**config.mk**
```make
export PLATFORM = sky130hd
export DESIGN_NAME = one_wire_bus_master
export DESIGN_NICKNAME = d
export VERILOG_FILES = /design/src/hw/rtl/owbm_pkg.sv /design/src/hw/rtl/one_wire_bus_master.sv /design/src/hw/rtl/owbm_fifo.sv /design/src/hw/rtl/owbm_engine.sv
export SDC_FILE = /design/constraint.sdc
export NUM_CORES = 1
export LEC_CHECK = 0
export BUFFER_PORTS_ARGS = -buffer_cell sky130_fd_sc_hd__buf_2
export CORE_UTILIZATION = 39
export DETAILED_ROUTE_END_ITERATION = 10
export GPL_ROUTABILITY_DRIVEN = 0
export PLACE_DENSITY = 0.55
export SLEW_MARGIN = 10
export SYNTH_ARGS = -nofsm -noshare
export SYNTH_HDL_FRONTEND = slang
export SYNTH_SLANG_ARGS = --single-unit
```
**constraint.sdc**
```tcl
create_clock -name clk -period 6 [get_ports clk]
set_clock_uncertainty 0.2 [all_clocks]
set_input_delay 1.2 -clock clk [delete_from_list [all_inputs] [get_ports clk]]
set_output_delay 1.2 -clock clk [all_outputs]
set_load 0.05 [all_outputs]
```
**src/hw/rtl/owbm_pkg.sv**
```systemverilog
// ----------------------------------------------------------------------------
// owbm_pkg
// Shared types and constants of the one-wire bus master: phase codes, command
// and status codes, register indexes, reset values and the transaction types.
// ----------------------------------------------------------------------------
package owbm_pkg;

  localparam int unsigned CFG_IDX_W  = 3;
  localparam int unsigned CFG_DATA_W = 10;
  localparam int unsigned TICK_W     = 10;
  localparam int unsigned SHOW_W     = 16;

  localparam logic [CFG_IDX_W-1:0] REG_RESET_LOW     = 3'd0;
  localparam logic [CFG_IDX_W-1:0] REG_PRESENCE_WAIT = 3'd1;
  localparam logic [CFG_IDX_W-1:0] REG_PRESENCE_HOLD = 3'd2;
  localparam logic [CFG_IDX_W-1:0] REG_SHORT_LOW     = 3'd3;
  localparam logic [CFG_IDX_W-1:0] REG_WRITE_ONE_REST = 3'd4;
  localparam logic [CFG_IDX_W-1:0] REG_WRITE_ZERO_LOW = 3'd5;
  localparam logic [CFG_IDX_W-1:0] REG_READ_SAMPLE   = 3'd6;
  localparam logic [CFG_IDX_W-1:0] REG_READ_REST     = 3'd7;

  localparam logic [1:0] OP_RESET     = 2'd0;
  localparam logic [1:0] OP_WRITE     = 2'd1;
  localparam logic [1:0] OP_READ_BYTE = 2'd2;
  localparam logic [1:0] OP_READ_WORD = 2'd3;

  localparam logic [1:0] DRV_RELEASE = 2'd0;
  localparam logic [1:0] DRV_LOW     = 2'd1;

  localparam logic [1:0] ST_OK          = 2'd0;
  localparam logic [1:0] ST_NO_PRESENCE = 2'd1;
  localparam logic [1:0] ST_STUCK_LOW   = 2'd2;

  localparam logic [2:0] PH_IDLE      = 3'd0;
  localparam logic [2:0] PH_RST_LOW   = 3'd1;
  localparam logic [2:0] PH_RST_WAIT  = 3'd2;
  localparam logic [2:0] PH_RST_HOLD  = 3'd3;
  localparam logic [2:0] PH_SLOT_LOW  = 3'd4;
  localparam logic [2:0] PH_SLOT_REL  = 3'd5;
  localparam logic [2:0] PH_SLOT_REST = 3'd6;

  typedef struct packed {
    logic [9:0] reset_low_us;
    logic [7:0] presence_wait_us;
    logic [9:0] presence_hold_us;
    logic [5:0] short_low_us;
    logic [6:0] write_one_rest_us;
    logic [6:0] write_zero_low_us;
    logic [5:0] read_sample_us;
    logic [6:0] read_rest_us;
  } cfg_t;

  localparam cfg_t CFG_RESET = '{
    reset_low_us:      10'd480,
    presence_wait_us:  8'd40,
    presence_hold_us:  10'd300,
    short_low_us:      6'd5,
    write_one_rest_us: 7'd56,
    write_zero_low_us: 7'd60,
    read_sample_us:    6'd10,
    read_rest_us:      7'd46
  };

  typedef struct packed {
    logic       start_req;
    logic [1:0] opcode;
    logic [7:0] write_data;
    logic       line_in;
  } item_t;

  typedef struct packed {
    logic [1:0]        line_drive;
    logic              busy_res;
    logic              done_res;
    logic [SHOW_W-1:0] read_data;
    logic [1:0]        reset_status;
  } res_t;

  function automatic logic [TICK_W-1:0] dur(input logic [TICK_W-1:0] v);
    return (v == '0) ? TICK_W'(1) : v;
  endfunction

endpackage

```
**src/hw/rtl/one_wire_bus_master.sv**
```systemverilog
// ----------------------------------------------------------------------------
// one_wire_bus_master
// One-wire bus master stepped by microsecond ticks, with queues on both sides.
// ----------------------------------------------------------------------------
// Each transaction pushed on the input side is one microsecond tick carrying
// the sampled bus level and, optionally, a command request (reset with
// presence check, byte write, byte read or word read). Each tick yields one
// result transaction on the output side: line drive, busy, done, the last read
// data and the last reset status. Configuration writes set the slot and reset
// durations; the user must make them only while no tick is in flight, as the
// block itself does not enforce this. A tick is accepted when push is high and
// full is low. It passes a two-entry input queue, is processed by the bus
// engine and lands in a two-entry result queue. The engine takes one tick per
// cycle when the input queue is not empty and the result queue is not full;
// it sustains one transaction per cycle while the consumer pops every cycle.
// When the consumer stalls, the result queue fills, the engine holds its state
// and the input queue then raises full. Synchronous reset empties both queues,
// returns the engine to idle and loads the default durations.
// ----------------------------------------------------------------------------
module one_wire_bus_master
  import owbm_pkg::*;
#(
  parameter int unsigned WORD_BITS = 16
) (
  input  logic                  clk,
  input  logic                  rst_n,
  input  logic                  push,
  output logic                  full,
  input  logic                  in_start_req,
  input  logic [1:0]            in_opcode,
  input  logic [7:0]            in_write_data,
  input  logic                  in_line_in,
  output logic                  empty,
  input  logic                  pop,
  output logic [1:0]            out_line_drive,
  output logic                  out_busy_res,
  output logic                  out_done_res,
  output logic [SHOW_W-1:0]     out_read_data,
  output logic [1:0]            out_reset_status,
  input  logic                  cfg_we,
  input  logic [CFG_IDX_W-1:0]  cfg_index,
  input  logic [CFG_DATA_W-1:0] cfg_data
);

  cfg_t  cfg_r;
  item_t in_item, eng_item;
  res_t  eng_res, out_res;
  logic  in_empty, out_full, step;

  always_ff @(posedge clk) begin
    if (!rst_n) begin
      cfg_r <= CFG_RESET;
    end else if (cfg_we) begin
      unique case (cfg_index)
        REG_RESET_LOW:      cfg_r.reset_low_us      <= cfg_data;
        REG_PRESENCE_WAIT:  cfg_r.presence_wait_us  <= cfg_data[7:0];
        REG_PRESENCE_HOLD:  cfg_r.presence_hold_us  <= cfg_data;
        REG_SHORT_LOW:      cfg_r.short_low_us      <= cfg_data[5:0];
        REG_WRITE_ONE_REST: cfg_r.write_one_rest_us <= cfg_data[6:0];
        REG_WRITE_ZERO_LOW: cfg_r.write_zero_low_us <= cfg_data[6:0];
        REG_READ_SAMPLE:    cfg_r.read_sample_us    <= cfg_data[5:0];
        REG_READ_REST:      cfg_r.read_rest_us      <= cfg_data[6:0];
        default: ;
      endcase
    end
  end

  assign in_item = '{
    start_req:  in_start_req,
    opcode:     in_opcode,
    write_data: in_write_data,
    line_in:    in_line_in
  };

  assign step = !in_empty && !out_full;

  owbm_fifo #(
    .WIDTH ($bits(item_t)),
    .DEPTH (2)
  ) u_in_q (
    .clk     (clk),
    .rst_n   (rst_n),
    .wr_en   (push),
    .wr_data (in_item),
    .full    (full),
    .rd_en   (step),
    .rd_data (eng_item),
    .empty   (in_empty)
  );

  owbm_engine #(
    .WORD_BITS (WORD_BITS)
  ) u_engine (
    .clk   (clk),
    .rst_n (rst_n),
    .step  (step),
    .cfg   (cfg_r),
    .item  (eng_item),
    .res   (eng_res)
  );

  owbm_fifo #(
    .WIDTH ($bits(res_t)),
    .DEPTH (2)
  ) u_out_q (
    .clk     (clk),
    .rst_n   (rst_n),
    .wr_en   (step),
    .wr_data (eng_res),
    .full    (out_full),
    .rd_en   (pop),
    .rd_data (out_res),
    .empty   (empty)
  );

  assign out_line_drive   = out_res.line_drive;
  assign out_busy_res     = out_res.busy_res;
  assign out_done_res     = out_res.done_res;
  assign out_read_data    = out_res.read_data;
  assign out_reset_status = out_res.reset_status;

endmodule

```
**src/hw/rtl/owbm_fifo.sv**
```systemverilog
// ----------------------------------------------------------------------------
// owbm_fifo
// Small synchronous queue used on both sides of the bus engine.
// ----------------------------------------------------------------------------
module owbm_fifo #(
  parameter int unsigned WIDTH = 8,
  parameter int unsigned DEPTH = 2
) (
  input  logic             clk,
  input  logic             rst_n,
  input  logic             wr_en,
  input  logic [WIDTH-1:0] wr_data,
  output logic             full,
  input  logic             rd_en,
  output logic [WIDTH-1:0] rd_data,
  output logic             empty
);

  localparam int unsigned PTR_W = (DEPTH > 1) ? $clog2(DEPTH) : 1;
  localparam int unsigned CNT_W = $clog2(DEPTH + 1);

  logic [WIDTH-1:0] mem [DEPTH];
  logic [PTR_W-1:0] wr_ptr_r, rd_ptr_r;
  logic [CNT_W-1:0] count_r;
  logic             do_wr, do_rd;

  assign full    = (count_r == CNT_W'(DEPTH));
  assign empty   = (count_r == '0);
  assign do_wr   = wr_en && !full;
  assign do_rd   = rd_en && !empty;
  assign rd_data = mem[rd_ptr_r];

  always_ff @(posedge clk) begin
    if (do_wr) begin
      mem[wr_ptr_r] <= wr_data;
    end
  end

  always_ff @(posedge clk) begin
    if (!rst_n) begin
      wr_ptr_r <= '0;
      rd_ptr_r <= '0;
      count_r  <= '0;
    end else begin
      if (do_wr) begin
        wr_ptr_r <= (wr_ptr_r == PTR_W'(DEPTH - 1)) ? '0 : wr_ptr_r + PTR_W'(1);
      end
      if (do_rd) begin
        rd_ptr_r <= (rd_ptr_r == PTR_W'(DEPTH - 1)) ? '0 : rd_ptr_r + PTR_W'(1);
      end
      if (do_wr && !do_rd) begin
        count_r <= count_r + CNT_W'(1);
      end else if (do_rd && !do_wr) begin
        count_r <= count_r - CNT_W'(1);
      end
    end
  end

endmodule

```
**src/hw/rtl/owbm_engine.sv**
```systemverilog
// ----------------------------------------------------------------------------
// owbm_engine
// Bus engine: advances the reset and slot sequencer by one tick per step and
// forms that tick's result.
// ----------------------------------------------------------------------------
module owbm_engine
  import owbm_pkg::*;
#(
  parameter int unsigned WORD_BITS = 16
) (
  input  logic  clk,
  input  logic  rst_n,
  input  logic  step,
  input  cfg_t  cfg,
  input  item_t item,
  output res_t  res
);

  localparam int unsigned BL_W = $clog2(WORD_BITS + 1);
  localparam int unsigned KEEP = (WORD_BITS < SHOW_W) ? WORD_BITS : SHOW_W;

  logic [2:0]           phase_r, phase_nxt;
  logic [1:0]           kind_r, kind_nxt;
  logic [TICK_W-1:0]    tick_r, tick_nxt;
  logic [BL_W-1:0]      bits_r, bits_nxt;
  logic [WORD_BITS-1:0] shift_r, shift_nxt;
  logic [1:0]           status_r, status_nxt;
  logic [SHOW_W-1:0]    hold_r, hold_nxt;
  logic [1:0]           drive;
  logic                 busy, done, slot_end;

  function automatic logic [TICK_W-1:0] slot_low(input logic [1:0] k, input logic b0,
                                                  input cfg_t c);
    return (k == OP_WRITE && !b0) ? dur(TICK_W'(c.write_zero_low_us))
                                  : dur(TICK_W'(c.short_low_us));
  endfunction

  always_comb begin
    phase_nxt  = phase_r;
    kind_nxt   = kind_r;
    tick_nxt   = tick_r;
    bits_nxt   = bits_r;
    shift_nxt  = shift_r;
    status_nxt = status_r;
    hold_nxt   = hold_r;
    drive      = DRV_RELEASE;
    busy       = 1'b0;
    done       = 1'b0;
    slot_end   = 1'b0;

    if (phase_nxt == PH_IDLE && item.start_req) begin
      kind_nxt = item.opcode;
      if (kind_nxt == OP_RESET) begin
        phase_nxt = PH_RST_LOW;
        tick_nxt  = dur(cfg.reset_low_us);
      end else begin
        shift_nxt = (kind_nxt == OP_WRITE) ? WORD_BITS'(item.write_data) : '0;
        bits_nxt  = (kind_nxt == OP_READ_WORD) ? BL_W'(WORD_BITS) : BL_W'(8);
        phase_nxt = PH_SLOT_LOW;
        tick_nxt  = slot_low(kind_nxt, shift_nxt[0], cfg);
      end
    end

    if (phase_nxt != PH_IDLE) begin
      busy  = 1'b1;
      drive = (phase_nxt == PH_RST_LOW || phase_nxt == PH_SLOT_LOW) ? DRV_LOW : DRV_RELEASE;
      if (tick_nxt != '0) begin
        tick_nxt = tick_nxt - TICK_W'(1);
      end
      if (tick_nxt == '0) begin
        unique case (phase_nxt)
          PH_RST_LOW: begin
            phase_nxt = PH_RST_WAIT;
            tick_nxt  = dur(TICK_W'(cfg.presence_wait_us));
          end
          PH_RST_WAIT: begin
            if (item.line_in) begin
              status_nxt = ST_NO_PRESENCE;
              phase_nxt  = PH_IDLE;
              done       = 1'b1;
            end else begin
              phase_nxt = PH_RST_HOLD;
              tick_nxt  = dur(cfg.presence_hold_us);
            end
          end
          PH_RST_HOLD: begin
            status_nxt = item.line_in ? ST_OK : ST_STUCK_LOW;
            phase_nxt  = PH_IDLE;
            done       = 1'b1;
          end
          PH_SLOT_LOW: begin
            phase_nxt = PH_SLOT_REL;
            if (kind_nxt == OP_WRITE) begin
              tick_nxt = shift_nxt[0] ? dur(TICK_W'(cfg.write_one_rest_us)) : TICK_W'(1);
            end else begin
              tick_nxt = dur(TICK_W'(cfg.read_sample_us));
            end
          end
          PH_SLOT_REL: begin
            if (kind_nxt == OP_WRITE) begin
              slot_end = 1'b1;
            end else begin
              shift_nxt = shift_nxt >> 1;
              if (item.line_in) begin
                if (kind_nxt == OP_READ_WORD) begin
                  shift_nxt[WORD_BITS-1] = 1'b1;
                end else begin
                  shift_nxt[7] = 1'b1;
                end
              end
              phase_nxt = PH_SLOT_REST;
              tick_nxt  = dur(TICK_W'(cfg.read_rest_us));
            end
          end
          default: begin
            slot_end = 1'b1;
          end
        endcase

        if (slot_end) begin
          if (kind_nxt == OP_WRITE) begin
            shift_nxt = shift_nxt >> 1;
          end
          if (bits_nxt != '0) begin
            bits_nxt = bits_nxt - BL_W'(1);
          end
          if (bits_nxt == '0) begin
            if (kind_nxt != OP_WRITE) begin
              hold_nxt = SHOW_W'(shift_nxt[KEEP-1:0]);
            end
            phase_nxt = PH_IDLE;
            done      = 1'b1;
          end else begin
            phase_nxt = PH_SLOT_LOW;
            tick_nxt  = slot_low(kind_nxt, shift_nxt[0], cfg);
          end
        end
      end
    end
  end

  assign res = '{
    line_drive:   drive,
    busy_res:     busy,
    done_res:     done,
    read_data:    hold_nxt,
    reset_status: status_nxt
  };

  always_ff @(posedge clk) begin
    if (!rst_n) begin
      phase_r  <= PH_IDLE;
      kind_r   <= '0;
      tick_r   <= '0;
      bits_r   <= '0;
      shift_r  <= '0;
      status_r <= ST_OK;
      hold_r   <= '0;
    end else if (step) begin
      phase_r  <= phase_nxt;
      kind_r   <= kind_nxt;
      tick_r   <= tick_nxt;
      bits_r   <= bits_nxt;
      shift_r  <= shift_nxt;
      status_r <= status_nxt;
      hold_r   <= hold_nxt;
    end
  end

endmodule
```
Word-level counts from Yosys, hierarchy flattened --
Memory sizes are Yosys's and may differ from the RTL's. A register that Yosys moved wholly into a read port is not among the register bits. Cells that the tools add are included.
Storage, ports and cells: input port bits 30, latch bits 0, memory bits (read-only) 0, RAM bits 68, memories kept 2, output and inout port bits 24, bits in registers 123
Cells by class: bitwise gates (word level) 0, shift operators 0, order comparisons 0, reductions and logical operators 52, multiplexer cells 98, divide/modulo/power cells 0, $add $sub $neg 10, $mul 0, equality and inequality tests 19
Memory list:
- u_out_q.mem | words 2, width 22, rd ports 1, clocked after memory_dff 1, wr ports 1, RTL line owbm_fifo.sv:22 | logic [WIDTH-1:0] mem [DEPTH];
- u_in_q.mem | words 2, width 12, rd ports 1, clocked after memory_dff 1, wr ports 1, RTL line owbm_fifo.sv:22
Operator list (count):
- two-way mux 16 bit | 16
- two-way mux 10 bit | 15
- two-way mux 5 bit | 10
- case mux 10 bit (4 select lines) | 1
- zero test 10 bit | 3
- two-way mux 7 bit | 4
- two-way mux 1 bit | 26
- two-way mux 2 bit | 11
- zero test 7 bit | 3
- two-way mux 3 bit | 7
- == test 3 bit, second input constant | 6
- two-way mux 8 bit | 2
- AND reduction 2 bit | 8
- case mux 3 bit (5 select lines) | 1
- == test 3 x 2 -> 1 bit, second input constant | 4
- logical AND 1 bit | 12
- zero test 6 bit | 2
- two-way mux 6 bit | 2
- zero test 1 bit | 10
- nonzero test 10 bit | 1
- subtractor 10 x 1 -> 10 bit, second input constant | 1
- == test 2 bit, second input constant | 4
- zero test 8 bit | 1
- == test 3 x 1 -> 1 bit, second input constant | 2
- 16 further kinds | 27

Depth between registers and ports, before layout --
Gate-level depths: netlist of run 1.
word-level depth 23, gate-level depth with buffers 18

By module --
Synthesis of run 1 repeated with hierarchy kept, for this count alone.
Second synthesis, totals: cell total of the unflattened synthesis 1032, area total of the unflattened synthesis 10068.4 µm²
By module, submodules not included:
- owbm_engine | area an instance 4678.2 µm², instances 1, seq. area each 1081.0 µm², cells an instance 645
- one_wire_bus_master | area an instance 2482.4 µm², instances 1, seq. area each 1221.2 µm², cells an instance 232
- owbm_fifo (u_out_q) | area an instance 1813.0 µm², instances 1, seq. area each 1421.4 µm², cells an instance 93
- owbm_fifo (u_in_q) | area an instance 1094.8 µm², instances 1, seq. area each 820.8 µm², cells an instance 62

Least setup slack after synthesis of run 1 --
Ideal clock, no wire load.
path type reg2reg, start memory u_in_q.mem[0][10] (netlist name), end memory u_out_q.mem[0][3] (netlist name) (data pin), data required time 5.534 ns, library setup time 0.266 ns, stages on the path, launching flop included 17, path slack 1.446 ns, arrival 4.088 ns, cells stage by stage edfxtp_1 or3_1 and2_1 nand2_1 clkbuf_1 buf_1 nand2_1 ha_1 xnor2_1 o2111a_1 mux2i_1 a2111oi_0 nor2b_1 nand3_1 nor3_4 buf_6 mux2_1
RTL lines (RTL line):
- from (decl) | owbm_fifo.sv:22
- to (decl) | owbm_fifo.sv:22

==> results.py, run 1 <==
metrics = {
    "yosys": {
        "ys.flop_type": "dfxtp_1",
        "synthArstFlopShare_pct": 0,
        "postSynthAreaPerCell_um2": 9.185,
        "synth_edf_count": 66,
        "synthesis.area_um2": 9635,
        "ys_seq_area_share_pct": 46.54,
        "yosys_warnings": 0,
        "synthCells": 1049,
        "synth_cell_type_count": 82,
        "ys_ff_latch": 191,
        "synth_nets": 1084,
    },
    "sta": {
        "max_freq_mhz": 202.9,
        "finalSetupTns_ns": 0,
        "post-route-min-period_ns": 4.929,
        "finalCritPeriodShare_pct": 82.16,
        "finalHoldViolations": 0,
        "worstMarginPinSlew_ns": 1.167,
        "rsz0062_at_grt": "false",
        "drv_slew": 0,
        "hold_slack_ns": 0.2596,
        "relSlewSlack_pct": 21.62,
        "setup_viol": 0,
    },
    "global_routing": {
        "grtUsageTotal_pct": 21.94,
        "grt_pass1_vias": 7734,
        "grt_max_degree": 65,
        "grt_pass1_wl_um": 43650,
        "grt_overflow": 0,
        "antenna_found_initial": 0,
    },
    "worst_setup_path": {
        "path_max_fanout": 18,
        "cp-end-kind": "register",
        "crit_arrival_ns": 5.00,
        "start_kind": "register",
        "crit_type": "reg2reg",
        "worstPathRequired_ns": 6.07,
    },
    "layout": {
        "instances_no_fill": 1403,
        "drive_gt1_share_pct": 15.94,
        "multiInputGateArea_um2": 4836,
        "syn_to_final_growth_pct": 11.86,
        "regArea_um2": 4484,
        "fillers": 2394,
        "insertedDiodeCount": 0,
        "nets": 1101,
    },
    "clock_tree": {
        "cts-hold-fix-buffers": 0,
        "cts_root_buf": "clkbuf_16",
        "path_clk_slew_ns": 0.08,
        "h-tree-depth": 4,
        "ctsLongestPathBuffers": 2,
        "cts_tree": "done",
        "post_cts_resized": 0,
        "cts_inserted_buffers": 17,
        "clock-sinks": 191,
        "postCtsSetupBuffers": 0,
        "clock_latency_ns": 0.45,
    },
    "place": {
        "port_buffers": 52,
        "dp.cells": 1371,
        "post-dp-hpwl_um": 19210,
    },
    "route": {
        "route.detailed.drc": 0,
        "route.vias.total": 8167,
        "wl_um": 27550,
        "drt_iter0_drc": 570,
        "via_per_inst": 5.821,
        "ant_nets": 0,
        "wl_per_cell_um": 19.63,
        "first_pass_iters": 7,
    },
    "pwr": {
        "irDropWorstVdd_v": 0.0002470,
        "power_leakage_nw": 3.820,
        "power_density_nw_per_um2": 478.8,
    },
    "die": {
        "core_um2": 24250,
        "dieArea_um2": 25340,
        "die_x_um": 159.2,
        "io_pins": 54,
        "initial_core_util_pct": 39.74,
        "rows": 57,
        "die_h_um": 159.2,
    },
    "status": {
        "outcome": "complete, no violations",
    },
    "worst_hold_path": {
        "hold_path.class": "reg2reg",
    },
    "job": {
        "maxCapViolCount": 0,
    },
}
==> cell families after synthesis <==
| kind of cell | after synthesis | synth area share [%] |
|---|---|---|
| buf+inv | 80 | 3.428 |
| other cells | 1 | 0.03892 |
| flops | 191 | 46.54 |
| compound gates | 279 | 18.84 |
| xor+xnor | 13 | 1.182 |
| simple gates | 394 | 19.66 |
| mux | 86 | 9.661 |
| fa+ha+maj | 5 | 0.6493 |
==> cells in the final DEF, fill, tap and decap left out, types with 6 or more instances in the layout <==
| cell | synthesis | layout |
|---|---|---|
| nand2b_1 | 8 | 8 |
| buf_2 | 9 | 52 |
| mux2_2 | 39 | 39 |
| a22oi_1 | 12 | 12 |
| o311ai_0 | 7 | 7 |
| a31oi_1 | 15 | 15 |
| inv_1 | 8 | 7 |
| edfxtp_1 | 66 | 66 |
| nor2b_1 | 6 | 6 |
| clkbuf_16 | 0 | 17 |
| o221ai_1 | 6 | 6 |
| a222oi_1 | 7 | 7 |
| nor4_1 | 11 | 11 |
| o21ai_0 | 67 | 67 |
| nor2_1 | 63 | 62 |
| dfxtp_1 | 125 | 125 |
| and3_1 | 9 | 9 |
| or3_1 | 6 | 6 |
| mux2i_1 | 35 | 35 |
| buf_4 | 3 | 18 |
| a211oi_1 | 7 | 7 |
| nand2_1 | 153 | 153 |
| mux2_1 | 10 | 10 |
| o311ai_1 | 9 | 9 |
| nand3_1 | 77 | 77 |
| a21oi_1 | 88 | 88 |
| o2111ai_1 | 11 | 10 |
| nand4_1 | 10 | 10 |
| xor2_1 | 6 | 6 |
| a22o_1 | 7 | 7 |
| clkinv_8 | 0 | 6 |
| nor3_1 | 14 | 14 |
| or2_2 | 6 | 6 |
| xnor2_1 | 7 | 7 |
==> cells in the mapped netlist, types with 11 or more instances <==
cell / count / area [um2]
a21oi_1: 88 / 440.4
nor3_1: 14 / 70.07
a31oi_1: 15 / 93.84
mux2_2: 39 / 439.2
mux2i_1: 35 / 350.3
nand2_1: 153 / 574.3
edfxtp_1: 66 / 1982
nor4_1: 11 / 68.82
nand3_1: 77 / 385.4
clkbuf_1: 53 / 198.9
dfxtp_1: 125 / 2502
a22oi_1: 12 / 90.09
o2111ai_1: 11 / 96.34
nor2_1: 63 / 236.5
o21ai_0: 67 / 335.3
==> where the power goes <==
part / switching [mW] / internal, mW
sequential: 0.133 / 1.57
clock: 0.604 / 0.577
combinational: 1.59 / 0.684
==> critical path: stages, from the launching register on <==
cell and delay (ns):
dfxtp_1 0.43, nor3_1 0.50, nand2_1 0.33, a2111oi_0 0.72, nor2_1 0.21, ha_1 0.30
o311a_1 0.16, and2_1 0.23, a311o_1 0.34, o211ai_1 0.17, and4_1 0.47, buf_4 0.32
a41oi_1 0.14, a31oi_1 0.22
==> per-layer routing <==
layer | GRT usage (%) | vias to the layer above | share of wire (%)
li1 | - | 3953 | -
met5 | 0 | - | 0
met2 | 36.28 | 224 | 48
met4 | 8.610 | 0 | 2.5
met3 | 2.813 | 41 | 3.9
met1 | 29.13 | 3949 | 46
==> area by class of cell <==
| class | count | area share [%] |
|---|---|---|
| well taps | 324 | 3.761 |
| inverters | 8 | 0.2786 |
| flip-flops and latches | 191 | 41.61 |
| multi-input cells | 778 | 44.87 |
| clock buffers | 17 | 3.947 |
| clock inverters | 15 | 1.869 |
| repair buffers | 70 | 3.668 |
==> stage by stage <==
step	setup WS (ns)	cell area, um2	utilization [%]	power [mW]
after floorplan	1.446	9635	-	3.401
after global placement	1.218	10140	41.84	3.986
after detailed placement	1.074	10140	41.84	3.990
after CTS	1.052	10770	44.42	5.177
after global routing	0.7186	10780	44.45	5.427
final	1.071	10780	44.45	5.160
==> sequential cells by signal (all words and copies together), names as in the netlist, 2 cells and up, named ones only <==
signal,flops
cfg_r,61
u_out_q.mem,42
u_in_q.mem,24
u_engine.hold_r,16
u_engine.shift_r,16
u_engine.tick_r,10
u_engine.bits_r,5
u_engine.phase_r,3
u_engine.kind_r,2
u_engine.status_r,2
u_in_q.count_r,2
u_out_q.count_r,2
==> path summary, 6_finish.rpt <==
kind              slack (ns)                start                end  cells past startpoint
setup / recovery        1.07  u_engine.phase_r[0]  u_out_q.mem[0][0]                     13
hold / removal          0.26             cfg_r[0]           cfg_r[0]                      2
setup reg to reg        1.07  u_engine.phase_r[0]  u_out_q.mem[0][0]                     13
hold reg to reg         0.26             cfg_r[0]           cfg_r[0]                      2
Power figures use the tool's default switching activity.
==> inputs of run 2 (changes only) <==
==> constraint.sdc (replaced) <==
create_clock -name clk -period 4.8 [get_ports clk]
set_clock_uncertainty 0.2 [all_clocks]
set_input_delay 0.96 -clock clk [delete_from_list [all_inputs] [get_ports clk]]
set_output_delay 0.96 -clock clk [all_outputs]
set_load 0.05 [all_outputs]
==> run 2 against run 1 <==
Compared with the run above:
- sequential share of layout area fell by 0.54 points
- power rose by 28%
- hold slack improved by 0.011 ns
- largest cell class unchanged
- highest routed layer unchanged
==> results.py, run 2 (synthesis gave the netlist of run 1 again) <==
metrics = {
    "worst_setup_path": {
        "startpoint": "u_in_q.mem[0][10]",
        "worstPathRequired_ns": 4.80,
        "worstRegToRegCells": 13,
        "rr_startpoint": "u_in_q.mem[0][10]",
        "timing.rr.end": "u_out_q.mem[0][7]",
        "max_stage_delay_ns": 0.61,
        "cp_cell_sequence": "or4b_1 -> a221oi_1 -> a2111oi_1 -> nor2_1 -> ha_1 -> o311a_1 -> and2_2 -> nand3_1 -> o211ai_1 -> nand4_2 -> nor3_4 -> buf_6 -> mux2_1",
        "regToRegSetupSlack_ns": 0.30,
        "path_max_fanout": 16,
        "cp-end-kind": "register",
        "crit_end": "u_out_q.mem[0][7]",
        "crit_type": "reg2reg",
        "start_kind": "register",
        "crit_path_top_delay_cell": "or4b_1",
        "crit_arrival_ns": 4.50,
    },
    "sta": {
        "finalSetupTns_ns": 0,
        "relSlewSlack_pct": 29.16,
        "setup_viol": 0,
        "finalCritPeriodShare_pct": 93.68,
        "rsz0062_at_grt": "false",
        "drv_slew": 0,
        "post-route-min-period_ns": 4.497,
        "worstMarginPinSlew_ns": 1.055,
        "finalHoldViolations": 0,
        "max_freq_mhz": 222.4,
        "setup_ws_ns": 0.3031,
    },
    "clock_tree": {
        "clock-sinks": 191,
        "cts_root_buf": "clkbuf_16",
        "clock_latency_ns": 0.45,
        "cts_inserted_buffers": 17,
        "cts_tree": "done",
        "path_clk_slew_ns": 0.09,
        "ctsLongestPathBuffers": 2,
        "h-tree-depth": 4,
    },
    "layout": {
        "layout_commonest_cell": "nand2_1",
        "drive_gt1_share_pct": 17.63,
        "largest_register_ffs": 61,
        "top_regs": "cfg_r (61), u_out_q.mem (42), u_in_q.mem (24)",
        "syn_to_final_growth_pct": 13.34,
        "final_cell_mix": "153 x nand2_1, 125 x dfxtp_1, 88 x a21oi_1, 76 x nand3_1, 67 x o21ai_0",
        "regMostFlops": "cfg_r",
        "nets": 1117,
    },
    "global_routing": {
        "grt_pass1_wl_um": 43930,
        "grt_pass1_vias": 7728,
        "grt_max_degree": 71,
        "antenna_found_initial": 0,
        "grtUsageTotal_pct": 22.27,
        "grt_overflow": 0,
    },
    "die": {
        "die_x_um": 159.2,
        "core_um2": 24250,
        "io_pins": 54,
        "rows": 57,
        "dieArea_um2": 25340,
        "initial_core_util_pct": 39.74,
        "die_h_um": 159.2,
    },
    "pwr": {
        "switching_share_pct": 44.68,
        "p_int_mw": 3.643,
        "seqPwrFrac_pct": 32.1,
        "power_leakage_nw": 3.900,
        "pwr-share-clk_pct": 22.5,
        "switchingPower_mw": 2.942,
        "pwr-share-comb_pct": 45.3,
        "irDropWorstVdd_v": 0.0002862,
        "power_density_nw_per_um2": 603.0,
    },
    "route": {
        "ant_nets": 0,
        "route.vias.total": 8218,
        "first_pass_iters": 5,
        "wl_per_cell_um": 19.50,
        "drt_iter0_drc": 599,
        "route.detailed.drc": 0,
        "wl_um": 27690,
        "via_per_inst": 5.787,
    },
    "place": {
        "dp_slack_ns": 0.1246,
        "post-dp-hpwl_um": 19160,
        "port_buffers": 52,
    },
    "status": {
        "outcome": "complete, no violations",
    },
    "job": {
        "maxCapViolCount": 0,
    },
    "worst_hold_path": {
        "hold_path.class": "reg2reg",
    },
}
run 2: changes by cell type in the layout (fill, tap and decap cells not counted), sizes merged:
cell	delta
buf	+16
diode	+1
run 2: worst min path at each step:
stage          slack [ns]            endpoint  cells after the start          startpoint
2_1_floorplan        0.23            cfg_r[0]                      2            cfg_r[0]
3_3_place_gp         0.25            cfg_r[0]                      2            cfg_r[0]
3_5_place_dp         0.26           cfg_r[33]                      2           cfg_r[33]
4_1_cts              0.27           cfg_r[33]                      2           cfg_r[33]
5_1_grt              0.29           cfg_r[33]                      2           cfg_r[33]
6_report             0.27  u_engine.hold_r[3]                      2  u_engine.hold_r[3]
run 2: per-stage QoR:
stage               instances  instance area, um2  power [mW]  util (%)  hold WS [ns]
floorplan                1049                9635       4.251         -        0.2332
global placement         1386               10260       5.062     42.30        0.2530
detailed placement       1386               10260       5.063     42.30        0.2612
CTS                      1418               10880       6.542     44.87        0.2732
global route             1419               10920       6.929     45.03        0.2913
finish                   1420               10920       6.585     45.04        0.2704
run 2: timing repair:
action | in CTS | in global routing
hold buffers | 0 | 0
endpoints found under the setup margin | 0 | 73
resized for setup | 0 | 9
buffers inserted | 0 | 1
run 2: area by class of cell:
| cell class | count | area [um2] |
|---|---|---|
| Sequential cell | 191 | 4484 |
| Clock buffer | 17 | 425.4 |
| Fill cell | 2422 | 13330 |
| Tap cell | 324 | 405.4 |
| Clock inverter | 15 | 196.4 |
| Timing Repair Buffer | 86 | 519.2 |
| Multi-Input combinational cell | 778 | 4857 |
| Inverter | 8 | 30.03 |
| Antenna cell | 1 | 2.502 |
run 2: power by group through the flow:
stage                     combinational [mW]  sequential, mW  clock [mW]
final                                   2.98            2.12        1.48
after global placement                  2.91            2.15           0
after CTS                               2.92            2.12        1.50
after detailed placement                2.91            2.16           0
after floorplan                         2.17            2.08           0
after global routing                    3.22            2.15        1.56
run 2: critical path: cells and delay by family (launching register included):
kind / cells / cell delay, ns
DFF: 1 / 0.49
muxes: 1 / 0.37
AOI/OAI and AO/OA: 4 / 1.02
buffers and inverters: 1 / 0.24
and+or+nand+nor: 6 / 1.63
adders and majority gates: 1 / 0.28
run 2: per-layer routing:
layer	up-vias	part of all wire [%]	track usage, %
li1	4000	-	-
met1	3948	46	30.29
met2	227	47	35.96
met3	43	4.1	2.943
met4	0	2.5	8.654
met5	-	0	0
==> inputs of run 3 (changes only) <==
--- a/config.mk
+++ b/config.mk
@@ -5,7 +5,7 @@
 export SDC_FILE = /design/constraint.sdc
 export NUM_CORES = 1
 export LEC_CHECK = 0
-export BUFFER_PORTS_ARGS = -buffer_cell sky130_fd_sc_hd__buf_2
+export BUFFER_PORTS_ARGS = -buffer_cell sky130_fd_sc_hd__buf_4
 export CORE_UTILIZATION = 39
 export DETAILED_ROUTE_END_ITERATION = 10
 export GPL_ROUTABILITY_DRIVEN = 0
==> run 3 against run 2 <==
Compared with the run above:
- the flow now finishes with violations (DRC)
- final cell count is essentially flat
- maximum frequency shrank 0.44%
- wire length is essentially flat
- clock-buffer cell count is the same
- global-route usage shrank 0.17 points
- via count grew 0.13%
- combinational power grew 2%
- design area grew 1.1%
- die area is the same
- clock power shrank 3%
- flip-flop and latch count is the same
- largest power group unchanged
==> results.py, run 3 (synthesis gave the netlist of run 1 again) <==
metrics = {
    "status": {
        "outcome": "finished, violations left",
        "violations": "DRC",
    },
    "global_routing": {
        "grtUsageTotal_pct": 22.10,
        "antenna_found_initial": 0,
        "grt_overflow": 0,
        "grt_max_degree": 40,
        "grt_pass1_wl_um": 43770,
        "grt_pass1_vias": 7767,
    },
    "pwr": {
        "irDropWorstVdd_v": 0.0002953,
        "power_leakage_nw": 3.943,
        "power_density_nw_per_um2": 598.2,
    },
    "die": {
        "io_pins": 54,
        "dieArea_um2": 25340,
        "initial_core_util_pct": 39.74,
        "die_x_um": 159.2,
        "die_h_um": 159.2,
        "core_um2": 24250,
        "rows": 57,
    },
    "route": {
        "ant_nets": 0,
        "wl_per_cell_um": 19.50,
        "drt_iter0_drc": 641,
        "via_per_inst": 5.791,
        "route.detailed.drc": 2,
        "wl_um": 27710,
        "route.vias.total": 8229,
        "first_pass_iters": 8,
    },
    "worst_hold_path": {
        "hold_path.class": "reg2reg",
        "whs_endpoint": "cfg_r[33]",
        "worstHoldPathCells": 2,
        "hold_start": "cfg_r[33]",
    },
    "clock_tree": {
        "cts_tree": "done",
        "ctsLongestPathBuffers": 2,
        "cts_root_buf": "clkbuf_16",
        "path_clk_slew_ns": 0.08,
        "clock_latency_ns": 0.45,
        "cts_inserted_buffers": 17,
        "h-tree-depth": 4,
        "clock-sinks": 191,
        "cts-hold-fix-buffers": 0,
    },
    "worst_setup_path": {
        "rr_startpoint": "u_in_q.mem[0][10]",
        "timing.rr.end": "u_out_q.mem[0][4]",
        "path_max_fanout": 16,
        "worstRegToRegCells": 13,
        "startpoint": "u_in_q.mem[0][10]",
        "worstPathRequired_ns": 4.78,
        "regToRegSetupSlack_ns": 0.28,
        "crit_arrival_ns": 4.50,
        "start_kind": "register",
        "cp-end-kind": "register",
        "crit_type": "reg2reg",
    },
    "sta": {
        "max_freq_mhz": 221.4,
        "finalCritPeriodShare_pct": 94.10,
        "finalHoldViolations": 0,
        "worstMarginPinSlew_ns": 1.154,
        "drv_slew": 0,
        "post-route-min-period_ns": 4.517,
        "rsz0062_at_grt": "false",
        "relSlewSlack_pct": 22.99,
        "setup_viol": 0,
        "finalSetupTns_ns": 0,
    },
    "layout": {
        "largest_register_ffs": 61,
        "final_cell_mix": "153 x nand2_1, 125 x dfxtp_1, 88 x a21oi_1, 87 x buf_4, 76 x nand3_1",
        "nets": 1119,
        "syn_to_final_growth_pct": 14.57,
        "regMostFlops": "cfg_r",
        "drive_gt1_share_pct": 17.68,
        "layout_commonest_cell": "nand2_1",
        "top_regs": "cfg_r (61), u_out_q.mem (42), u_in_q.mem (24)",
        "insertedDiodeCount": 0,
        "instances_no_fill": 1421,
    },
    "place": {
        "dp.cells": 1388,
        "port_buffers": 52,
        "post-dp-hpwl_um": 19430,
    },
    "job": {
        "maxCapViolCount": 0,
    },
}
==> run 3: cell count changes in the layout (fill, tap and decap cells not counted), moves of 2 or more <==
cell / before / now
buf_2: 52 / 0
buf_4: 33 / 87
inv_6: 5 / 3
inv_8: 2 / 4
nor2_4: 2 / 0
==> run 3: layer usage <==
layer  up-vias  track usage (%)  part of all wire (%)
met5         -                0                     0
li1       3984                -                     -
met4         0            10.31                   3.3
met3        46            3.595                   5.1
met1      3954            29.05                    45
met2       245            35.61                    47
==> run 3: how the worst max path moves through the flow <==
stage	end	cells past startpoint
after floorplan	u_out_q.mem[0][3]	16
after global placement	u_out_q.mem[0][17]	13
after detailed placement	u_out_q.mem[0][12]	13
after CTS	u_out_q.mem[0][4]	13
after global routing	u_out_q.mem[0][4]	13
final	u_out_q.mem[0][4]	13
==> run 3: where the power goes <==
group	internal, mW	switching, mW	leakage (nW)
sequential	1.96	0.155	1.64
clock	0.712	0.732	0.293
combinational	1.02	2.02	2.01
==> run 3: repair_timing <==
| item | in CTS | in global routing |
|---|---|---|
| endpoints found under the hold margin | 0 | 0 |
| gates resized for setup | 0 | 7 |
| setup buffers | 0 | 1 |
| endpoints found under the setup margin | 0 | 62 |
==> run 3: area by class of cell <==
cell class | count | area (um2)
Multi-Input combinational cell | 778 | 4845
Fill cell | 2402 | 13210
Timing Repair Buffer | 88 | 664.4
Clock buffer | 17 | 425.4
Sequential cell | 191 | 4484
Inverter | 8 | 30.03
Clock inverter | 15 | 185.2
Tap cell | 324 | 405.4
==> run 3: worst max-delay path: stages, from the launching register on <==
cell and delay (ns):
edfxtp_1 0.49, or4b_1 0.60, a221oi_1 0.34, a2111oi_1 0.13, nor2_1 0.27, ha_1 0.29, o311a_1 0.25, and2_2 0.25
nand3_1 0.14, o211ai_1 0.33, nand4_2 0.19, nor3_4 0.20, buf_6 0.22, mux2_1 0.36
==> run 3: per-stage QoR <==
step | power (mW) | area, um2 | util, % | hold WS [ns] | setup WS [ns]
2_1_floorplan | 4.251 | 9635 | - | 0.2332 | 0.2461
3_3_place_gp | 5.149 | 10400 | 42.90 | 0.2421 | 0.2018
3_5_place_dp | 5.145 | 10400 | 42.90 | 0.2470 | 0.1843
4_1_cts | 6.594 | 11010 | 45.42 | 0.2576 | 0.1481
5_1_grt | 6.964 | 11040 | 45.53 | 0.2787 | 0.01958
6_report | 6.604 | 11040 | 45.53 | 0.2575 | 0.2834
